`config.mk`:
```
export PLATFORM = sky130hd
export DESIGN_NAME = dedup_set_table_unit
export DESIGN_NICKNAME = d
export VERILOG_FILES = /design/src/rtl/dst_pkg.sv /design/src/rtl/dst_ram.sv /design/src/rtl/dst_seq.sv /design/src/rtl/dedup_set_table_unit.sv
export VERILOG_INCLUDE_DIRS = /design/src /design/src/rtl
export SDC_FILE = /design/constraint.sdc
export NUM_CORES = 1
export LEC_CHECK = 0
export BUFFER_PORTS_ARGS = -buffer_cell sky130_fd_sc_hd__buf_4
export CORE_MARGIN = 2
export CORE_UTILIZATION = 45
export CTS_CLUSTER_SIZE = 30
export DETAILED_ROUTE_END_ITERATION = 16
export GPL_ROUTABILITY_DRIVEN = 0
export PLACE_DENSITY_LB_ADDON = 0.12
export SLEW_MARGIN = 20
export SYNTH_ARGS = -nofsm -noshare
export SYNTH_HDL_FRONTEND = slang
export SYNTH_HIERARCHICAL = 1
export SYNTH_SLANG_ARGS = --single-unit
```
`constraint.sdc`:
```
create_clock -name clk_i -period 5 [get_ports clk_i]
set_input_delay 1.25 -clock clk_i [delete_from_list [all_inputs] [get_ports clk_i]]
set_output_delay 1.25 -clock clk_i [all_outputs]
set_load 0.02 [all_outputs]
```
`src/rtl/assert_macros.svh`:
```
// Assertion helpers shared by the RTL files.
// Each macro samples on clk_i and is disabled while rst_ni is low.
`ifndef ASSERT_MACROS_SVH
`define ASSERT_MACROS_SVH

// The property must hold at every clock edge outside reset.
`define ASSERT_PROP(label, prop, msg) \
  label: assert property (@(posedge clk_i) disable iff (!rst_ni) (prop)) else $error(msg);

// The condition must never be true at a clock edge outside reset.
`define ASSERT_NEVER(label, cond, msg) \
  label: assert property (@(posedge clk_i) disable iff (!rst_ni) !(cond)) else $error(msg);

`endif

```
`src/rtl/dst_pkg.sv`:
```
`default_nettype none

package dst_pkg;

  // Default geometry of the table.
  localparam int DST_DEPTH     = 16;
  localparam int DST_KEY_WIDTH = 32;

  // Fixed field widths at the ports.
  localparam int KEY_IN_W = 32;
  localparam int FUNC_W   = 2;
  localparam int STATUS_W = 3;
  localparam int SLOT_W   = 5;

  // Operation codes.
  localparam logic [FUNC_W-1:0] FUNC_INSERT = 2'd0;
  localparam logic [FUNC_W-1:0] FUNC_ERASE  = 2'd1;
  localparam logic [FUNC_W-1:0] FUNC_CLEAR  = 2'd2;

  // Result status codes.
  localparam logic [STATUS_W-1:0] ST_INSERTED  = 3'd0;
  localparam logic [STATUS_W-1:0] ST_DUPLICATE = 3'd1;
  localparam logic [STATUS_W-1:0] ST_ERASED    = 3'd2;
  localparam logic [STATUS_W-1:0] ST_NOT_FOUND = 3'd3;
  localparam logic [STATUS_W-1:0] ST_FULL      = 3'd4;
  localparam logic [STATUS_W-1:0] ST_CLEARED   = 3'd5;

  // One finished result as handed from the sequencer to the output stage.
  typedef struct packed {
    logic [STATUS_W-1:0] status;
    logic [SLOT_W-1:0]   slot;
    logic [SLOT_W-1:0]   entry_count;
  } dst_res_t;

endpackage

`default_nettype wire

```
`src/rtl/dst_ram.sv`:
```
`default_nettype none

// Generic single-write, single-read RAM with a registered read port.
module dst_ram #(
  parameter int WIDTH = 32,
  parameter int DEPTH = 16,
  localparam int AW = (DEPTH > 1) ? $clog2(DEPTH) : 1
) (
  input  logic             clk_i,
  input  logic             we_i,
  input  logic [AW-1:0]    waddr_i,
  input  logic [WIDTH-1:0] wdata_i,
  input  logic             re_i,
  input  logic [AW-1:0]    raddr_i,
  output logic [WIDTH-1:0] rdata_o
);

  logic [WIDTH-1:0] mem_q [DEPTH];
  logic [WIDTH-1:0] rdata_q;

  // Write port.
  always_ff @(posedge clk_i) begin
    if (we_i) begin
      mem_q[waddr_i] <= wdata_i;
    end
  end

  // Registered read port.
  always_ff @(posedge clk_i) begin
    if (re_i) begin
      rdata_q <= mem_q[raddr_i];
    end
  end

  assign rdata_o = rdata_q;

endmodule

`default_nettype wire

```
`src/rtl/dst_seq.sv`:
```
`default_nettype none

`include "assert_macros.svh"

// Sequencer: walks the table through the RAM, one access at a time, compares each
// entry against the key, and shifts entries down on an erase.
module dst_seq
  import dst_pkg::*;
#(
  parameter int DEPTH     = DST_DEPTH,
  parameter int KEY_WIDTH = DST_KEY_WIDTH,
  localparam int AW    = (DEPTH > 1) ? $clog2(DEPTH) : 1,
  localparam int CNT_W = $clog2(DEPTH + 1)
) (
  input  logic                 clk_i,
  input  logic                 rst_ni,
  input  logic                 in_valid_i,
  output logic                 in_stall_o,
  input  logic [FUNC_W-1:0]    func_i,
  input  logic [KEY_IN_W-1:0]  key_i,
  output logic                 ram_we_o,
  output logic [AW-1:0]        ram_waddr_o,
  output logic [KEY_WIDTH-1:0] ram_wdata_o,
  output logic                 ram_re_o,
  output logic [AW-1:0]        ram_raddr_o,
  input  logic [KEY_WIDTH-1:0] ram_rdata_i,
  output logic                 res_valid_o,
  input  logic                 res_take_i,
  output dst_res_t             res_o
);

  localparam int KW_IN = (KEY_WIDTH < KEY_IN_W) ? KEY_WIDTH : KEY_IN_W;
  localparam logic [CNT_W-1:0] CNT_FULL = CNT_W'(DEPTH);

  // Sequencer states.
  localparam logic [2:0] S_IDLE  = 3'd0;
  localparam logic [2:0] S_RD    = 3'd1;
  localparam logic [2:0] S_CMP   = 3'd2;
  localparam logic [2:0] S_SH_RD = 3'd3;
  localparam logic [2:0] S_SH_WR = 3'd4;
  localparam logic [2:0] S_DONE  = 3'd5;

  logic [2:0]           state_q, state_d;
  logic [CNT_W-1:0]     count_q, count_d;
  logic [CNT_W-1:0]     idx_q, idx_d;
  logic [CNT_W-1:0]     pos_q, pos_d;
  logic [CNT_W-1:0]     idx_nxt;
  logic [FUNC_W-1:0]    func_q, func_d;
  logic [KEY_WIDTH-1:0] key_q, key_d;
  dst_res_t             res_q, res_d;
  logic                 accept;
  logic                 key_eq;

  assign accept  = in_valid_i && (state_q == S_IDLE);
  assign idx_nxt = idx_q + CNT_W'(1);
  assign key_eq  = (ram_rdata_i == key_q);

  // Next-state and datapath control.
  always_comb begin
    state_d     = state_q;
    count_d     = count_q;
    idx_d       = idx_q;
    pos_d       = pos_q;
    func_d      = func_q;
    key_d       = key_q;
    res_d       = res_q;
    ram_we_o    = 1'b0;
    ram_waddr_o = idx_q[AW-1:0];
    ram_wdata_o = key_q;
    ram_re_o    = 1'b0;
    ram_raddr_o = idx_q[AW-1:0];

    case (state_q)
      S_IDLE: begin
        if (accept) begin
          func_d = func_i;
          key_d  = KEY_WIDTH'(key_i[KW_IN-1:0]);
          idx_d  = '0;
          case (func_i)
            FUNC_INSERT, FUNC_ERASE: begin
              state_d = S_RD;
            end
            FUNC_CLEAR: begin
              count_d = '0;
              res_d   = '{status: ST_CLEARED, slot: '0, entry_count: '0};
              state_d = S_DONE;
            end
            default: begin
              res_d   = '{status: ST_NOT_FOUND, slot: SLOT_W'(count_q),
                          entry_count: SLOT_W'(count_q)};
              state_d = S_DONE;
            end
          endcase
        end
      end

      // Fetch the next held entry, or finish the search without a match.
      S_RD: begin
        if (idx_q >= count_q) begin
          state_d = S_DONE;
          if (func_q != FUNC_INSERT) begin
            res_d = '{status: ST_NOT_FOUND, slot: SLOT_W'(count_q),
                      entry_count: SLOT_W'(count_q)};
          end else if (count_q >= CNT_FULL) begin
            res_d = '{status: ST_FULL, slot: SLOT_W'(count_q),
                      entry_count: SLOT_W'(count_q)};
          end else begin
            ram_we_o    = 1'b1;
            ram_waddr_o = count_q[AW-1:0];
            count_d     = count_q + CNT_W'(1);
            res_d       = '{status: ST_INSERTED, slot: SLOT_W'(count_q),
                            entry_count: SLOT_W'(count_q + CNT_W'(1))};
          end
        end else begin
          ram_re_o = 1'b1;
          state_d  = S_CMP;
        end
      end

      // Compare the fetched entry with the key.
      S_CMP: begin
        if (key_eq) begin
          if (func_q == FUNC_INSERT) begin
            res_d   = '{status: ST_DUPLICATE, slot: SLOT_W'(idx_q),
                        entry_count: SLOT_W'(count_q)};
            state_d = S_DONE;
          end else begin
            pos_d   = idx_q;
            state_d = S_SH_RD;
          end
        end else begin
          idx_d   = idx_nxt;
          state_d = S_RD;
        end
      end

      // Fetch the entry above the hole, or close the erase.
      S_SH_RD: begin
        if (idx_nxt >= count_q) begin
          count_d = count_q - CNT_W'(1);
          res_d   = '{status: ST_ERASED, slot: SLOT_W'(pos_q),
                      entry_count: SLOT_W'(count_q - CNT_W'(1))};
          state_d = S_DONE;
        end else begin
          ram_re_o    = 1'b1;
          ram_raddr_o = idx_nxt[AW-1:0];
          state_d     = S_SH_WR;
        end
      end

      // Move the fetched entry down one slot.
      S_SH_WR: begin
        ram_we_o    = 1'b1;
        ram_waddr_o = idx_q[AW-1:0];
        ram_wdata_o = ram_rdata_i;
        idx_d       = idx_nxt;
        state_d     = S_SH_RD;
      end

      // Hold the result until the output stage takes it.
      S_DONE: begin
        if (res_take_i) begin
          state_d = S_IDLE;
        end
      end

      default: begin
        state_d = S_IDLE;
      end
    endcase
  end

  // Control registers.
  always_ff @(posedge clk_i or negedge rst_ni) begin
    if (!rst_ni) begin
      state_q <= S_IDLE;
      count_q <= '0;
    end else begin
      state_q <= state_d;
      count_q <= count_d;
    end
  end

  // Payload registers.
  always_ff @(posedge clk_i) begin
    idx_q  <= idx_d;
    pos_q  <= pos_d;
    func_q <= func_d;
    key_q  <= key_d;
    res_q  <= res_d;
  end

  assign in_stall_o  = (state_q != S_IDLE);
  assign res_valid_o = (state_q == S_DONE);
  assign res_o       = res_q;

  // The entry count never exceeds the table size.
  `ASSERT_NEVER(a_count_bound, count_q > CNT_FULL, "entry count above table depth")
  // A compare only ever looks at a held entry.
  `ASSERT_NEVER(a_cmp_held, (state_q == S_CMP) && (idx_q >= count_q), "compare beyond count")
  // The RAM is never asked to read and write at once.
  `ASSERT_NEVER(a_ram_port, ram_we_o && ram_re_o, "RAM read and write in one cycle")
  // The count moves by one per item, or drops to zero on a clear.
  `ASSERT_PROP(a_count_step, (count_q == $past(count_q)) || (count_q == '0) || (count_q == $past(count_q) + CNT_W'(1)) || (count_q == $past(count_q) - CNT_W'(1)), "entry count jumped")

endmodule

`default_nettype wire

```
`src/rtl/dedup_set_table_unit.sv`:
```
`default_nettype none

// Duplicate-free set of keys held in insertion order in a table of DEPTH
// slots. Each item inserts, erases or clears (the fourth operation code is a
// no-op that reports not found); each yields exactly one result with a
// status, a slot index and the entry count after the operation. The table
// lives in a RAM with one write port and one registered read port, and the
// sequencer examines one entry at a time, a read (S_RD) then a compare
// (S_CMP). An erase then moves each entry above the match down one slot by a
// read and a write; a clear needs no walk. The input is stalled while an item
// is in work; a finished result waits in the output register so the next
// item can be accepted while the result is still stalled.
module dedup_set_table_unit
  import dst_pkg::*;
#(
  parameter int DEPTH     = DST_DEPTH,
  parameter int KEY_WIDTH = DST_KEY_WIDTH
) (
  input  logic                  clk_i,
  input  logic                  rst_ni,
  input  logic                  in_valid_i,
  output logic                  in_stall_o,
  input  logic [FUNC_W-1:0]     func_i,
  input  logic signed [KEY_IN_W-1:0] key_i,
  output logic                  out_valid_o,
  input  logic                  out_stall_i,
  output logic [STATUS_W-1:0]   status_o,
  output logic [SLOT_W-1:0]     slot_o,
  output logic [SLOT_W-1:0]     entry_count_o
);

  localparam int AW = (DEPTH > 1) ? $clog2(DEPTH) : 1;

  logic                 ram_we;
  logic [AW-1:0]        ram_waddr;
  logic [KEY_WIDTH-1:0] ram_wdata;
  logic                 ram_re;
  logic [AW-1:0]        ram_raddr;
  logic [KEY_WIDTH-1:0] ram_rdata;
  logic                 res_valid;
  logic                 res_take;
  dst_res_t             res;
  logic                 out_vld_q, out_vld_d;
  dst_res_t             out_q;

  // Entry storage.
  dst_ram #(
    .WIDTH (KEY_WIDTH),
    .DEPTH (DEPTH)
  ) u_ram (
    .clk_i   (clk_i),
    .we_i    (ram_we),
    .waddr_i (ram_waddr),
    .wdata_i (ram_wdata),
    .re_i    (ram_re),
    .raddr_i (ram_raddr),
    .rdata_o (ram_rdata)
  );

  // Search and shift sequencer.
  dst_seq #(
    .DEPTH     (DEPTH),
    .KEY_WIDTH (KEY_WIDTH)
  ) u_seq (
    .clk_i       (clk_i),
    .rst_ni      (rst_ni),
    .in_valid_i  (in_valid_i),
    .in_stall_o  (in_stall_o),
    .func_i      (func_i),
    .key_i       (key_i),
    .ram_we_o    (ram_we),
    .ram_waddr_o (ram_waddr),
    .ram_wdata_o (ram_wdata),
    .ram_re_o    (ram_re),
    .ram_raddr_o (ram_raddr),
    .ram_rdata_i (ram_rdata),
    .res_valid_o (res_valid),
    .res_take_i  (res_take),
    .res_o       (res)
  );

  // The output register takes a result when it is empty or being drained.
  assign res_take = res_valid && (!out_vld_q || !out_stall_i);

  always_comb begin
    out_vld_d = out_vld_q;
    if (res_take) begin
      out_vld_d = 1'b1;
    end else if (!out_stall_i) begin
      out_vld_d = 1'b0;
    end
  end

  always_ff @(posedge clk_i or negedge rst_ni) begin
    if (!rst_ni) begin
      out_vld_q <= 1'b0;
    end else begin
      out_vld_q <= out_vld_d;
    end
  end

  always_ff @(posedge clk_i) begin
    if (res_take) begin
      out_q <= res;
    end
  end

  assign out_valid_o   = out_vld_q;
  assign status_o      = out_q.status;
  assign slot_o        = out_q.slot;
  assign entry_count_o = out_q.entry_count;

endmodule

`default_nettype wire

```
==> results.ini <==
[placement]
placed_area_sq_um = 26240
port_buffers = 52
dp_hpwl_mm = 34.68

[synthesis]
ys_ff_latch = 623
synth-main-ff-cell = edfxtp_1
syn_inst = 1187
yosys_warnings = 6
synth-edff-count = 614
yosysSeqAreaShare_pct = 76.03
syn-num-nets = 1238
syn_area_sq_um = 24550
syn_area_per_cell_sq_um = 20.68
async_flop_share_pct = 1.445
ys_types = 61

[grt]
grt_pass1_vias = 12420
grt_usage_pct = 21.19
grt_pass1_wl_mm = 85.56
overflow = 0
grt_antenna_before_repair = 0
grt_max_degree = 38

[routing]
vias_per_cell = 5.945
wire_per_inst_um = 28.62
detail-route-antenna-nets = 0
drt_iter0_markers = 1098
num_vias = 12160
firstDrtPassIters = 5
totalWireLength_mm = 58.55
route.detailed.drc = 0

[critical_path]
worstSetupPathType = reg2reg
crit_chain = inv_1 -> ha_1 -> a21o_1 -> a31oi_1 -> o21ai_0 -> nand3_1 -> mux2_2 -> nand2b_1 -> nor2_4 -> buf_4
cp_slowest_cell = nor2_4
critical-path-max-stage-delay_ns = 0.55
crit_required_ns = 5.26
critical_path_arrival_ns = 4.35
critPathLaunchType = register
cp_max_fo = 14
end_kind = register

[cts]
ctsRootBufferMaster = clkbuf_16
cts_resized = 0
path_clk_slew_ns = 0.06
htree_levels = 3
cts_setup_buffers = 0
clk_latency_ns = 0.59
cts_tree = done
hold_buffers = 0
cts_made_buffers = 67
clk_path_buf_depth = 3
cts_sinks = 623

[cells_and_area]
fin_util_pct = 52.57
drive_above_1_share_pct = 29.48
diodes = 0
area_growth_pct = 15.49
final_area_sq_um = 28350
nFillCells = 4251
final_common_cell = edfxtp_1
finish.net_count = 1349
most-common-layout-cells = 614 x edfxtp_1, 128 x mux4_2, 85 x buf_4, 71 x a22oi_1, 69 x clkbuf_16

[sta]
fmax_ghz = 0.2445
period_needed_ns = 4.090
rsz0062_at_grt = no
tightest_slew_ns = 0.8364
finalCritPeriodShare_pct = 81.80
hold_viol_final = 0
report.final.slew_viol_count = 0
fin_skew_ns = 0.02310
slew_headroom_pct = 43.92
fin_tns_setup_ns = 0
finalSetupViolations = 0

[die]
initial_core_util_pct = 45.52
design.die.area_sq_um = 56430
die_y_um = 237.6
fp-row-count = 85
die_x_um = 237.6
io_pins = 53
coreArea_sq_um = 53920

[run]
maxCapViolCount = 0

[power_and_ir_drop]
power.density_nw_per_um2 = 646.0
power.total_uw = 18310
p_leak_uw = 0.009082
irDropWorstVdd_v = 0.0003085

[run_status]
status = completed

[min_path]
hold_class = reg2reg

cells in the mapped netlist (3+ instances only):
cell type,count,area share [%]
a21o_1,7,0.21
a21oi_1,5,0.10
a22oi_1,71,2.2
a2bb2oi_1,3,0.11
a31oi_1,3,0.076
and2_1,3,0.076
buf_1,11,0.17
buf_2,10,0.20
buf_4,10,0.31
buf_6,5,0.23
clkbuf_1,22,0.34
dfrtp_1,9,0.92
edfxtp_1,614,75
ha_1,13,0.66
inv_1,9,0.14
mux2_1,3,0.14
mux2_2,37,1.7
mux4_2,128,12
nand2_1,56,0.86
nand2b_1,3,0.076
nand3_1,12,0.24
nand4_1,8,0.20
nor2_1,25,0.38
nor2b_1,3,0.076
nor3_1,10,0.20
o211ai_1,5,0.15
o21a_1,3,0.092
o21ai_0,16,0.33
o22ai_1,3,0.076
xnor2_1,36,1.3
xor2_1,4,0.14
final timing paths:
check / to / slack (ns) / depth (start not counted) / start
max in group asynchronous: u_seq/count_q[1] / 4.36 / 1 / rst_ni
setup / recovery: u_ram/mem_q[13][13] / 0.91 / 10 / u_seq/count_q[2]
hold reg to reg: slot_o[3] / 0.42 / 0 / u_seq/res_o[8]
min in group asynchronous: u_seq/count_q[4] / 0.48 / 1 / rst_ni
hold / removal: slot_o[3] / 0.42 / 0 / u_seq/res_o[8]
setup reg to reg: u_ram/mem_q[13][13] / 0.91 / 10 / u_seq/count_q[2]
state kept, by name (all words and copies together), names as in the netlist:
name	cells
u_seq/key_q	32
u_ram/rdata_o	32
u_seq/count_q	5
u_seq/res_o	13
u_seq/idx_q	5
status_o	3
u_seq/func_q	2
u_seq/pos_q	5
out_valid_o	1
u_ram/mem_q	512
entry_count_o	5
u_seq/state_q	3
slot_o	5
critical path: cells and delay by family, from the launching register on:
kind	cells	cell delay [ns]
flip-flops	1	0.53
AO/OA/AOI/OAI	3	0.66
adder cells (fa/ha/maj)	1	0.34
multiplexers	1	0.47
AND/OR/NAND/NOR	3	1.18
buffers and inverters	2	0.54
final cells by class:
type / instances / area [sq um] / area share [%]
multi-input combinational: 495 / 5723 / 20.19
clock inverter: 32 / 290.3 / 1.024
tap: 696 / 870.8 / 3.072
timing repair buffer: 100 / 938.4 / 3.310
clock buffer: 89 / 1822 / 6.426
sequential: 623 / 18660 / 65.83
inverter: 11 / 41.29 / 0.1457
per-layer routing:
| layer | GRT usage (%) | part of all wire (%) | routed length (um) |
|---|---|---|---|
| met1 | 30.25 | 44 | 25990 |
| met2 | 33.13 | 47 | 27560 |
| met3 | 3.983 | 5.8 | 3376 |
| met4 | 7.166 | 2.8 | 1625 |
| met5 | 0 | 0 | 0 |
per-stage QoR:
step,hold WS [ns],setup slack (ns),std cells
floorplan,0.4003,0.02787,1187
global placement,0.4018,0.9281,1925
detailed placement,0.4045,0.9419,1925
CTS,0.4180,0.9130,2046
global route,0.4290,0.6553,2046
finish,0.4162,0.9098,2046
power by group:
part	switching [uW]	total [uW]	internal, uW
Combinational	3620	6120	2500
Sequential	341	7400	7060
Clock	2000	4790	2790
Total	5960	18300	12300
cell families (layout without fill, tap and decap cells):
group / Yosys count / in the layout / synth area share (%)
DFF: 623 / 623 / 76.03
muxes: 171 / 171 / 13.74
AOI/OAI and AO/OA: 136 / 136 / 4.058
and+or+nand+nor: 135 / 135 / 2.666
buffers and inverters: 69 / 232 / 1.412
xor gates and xnor gates: 40 / 40 / 1.427
adders and majority gates: 13 / 13 / 0.6627
Power figures use the tool's default switching activity.
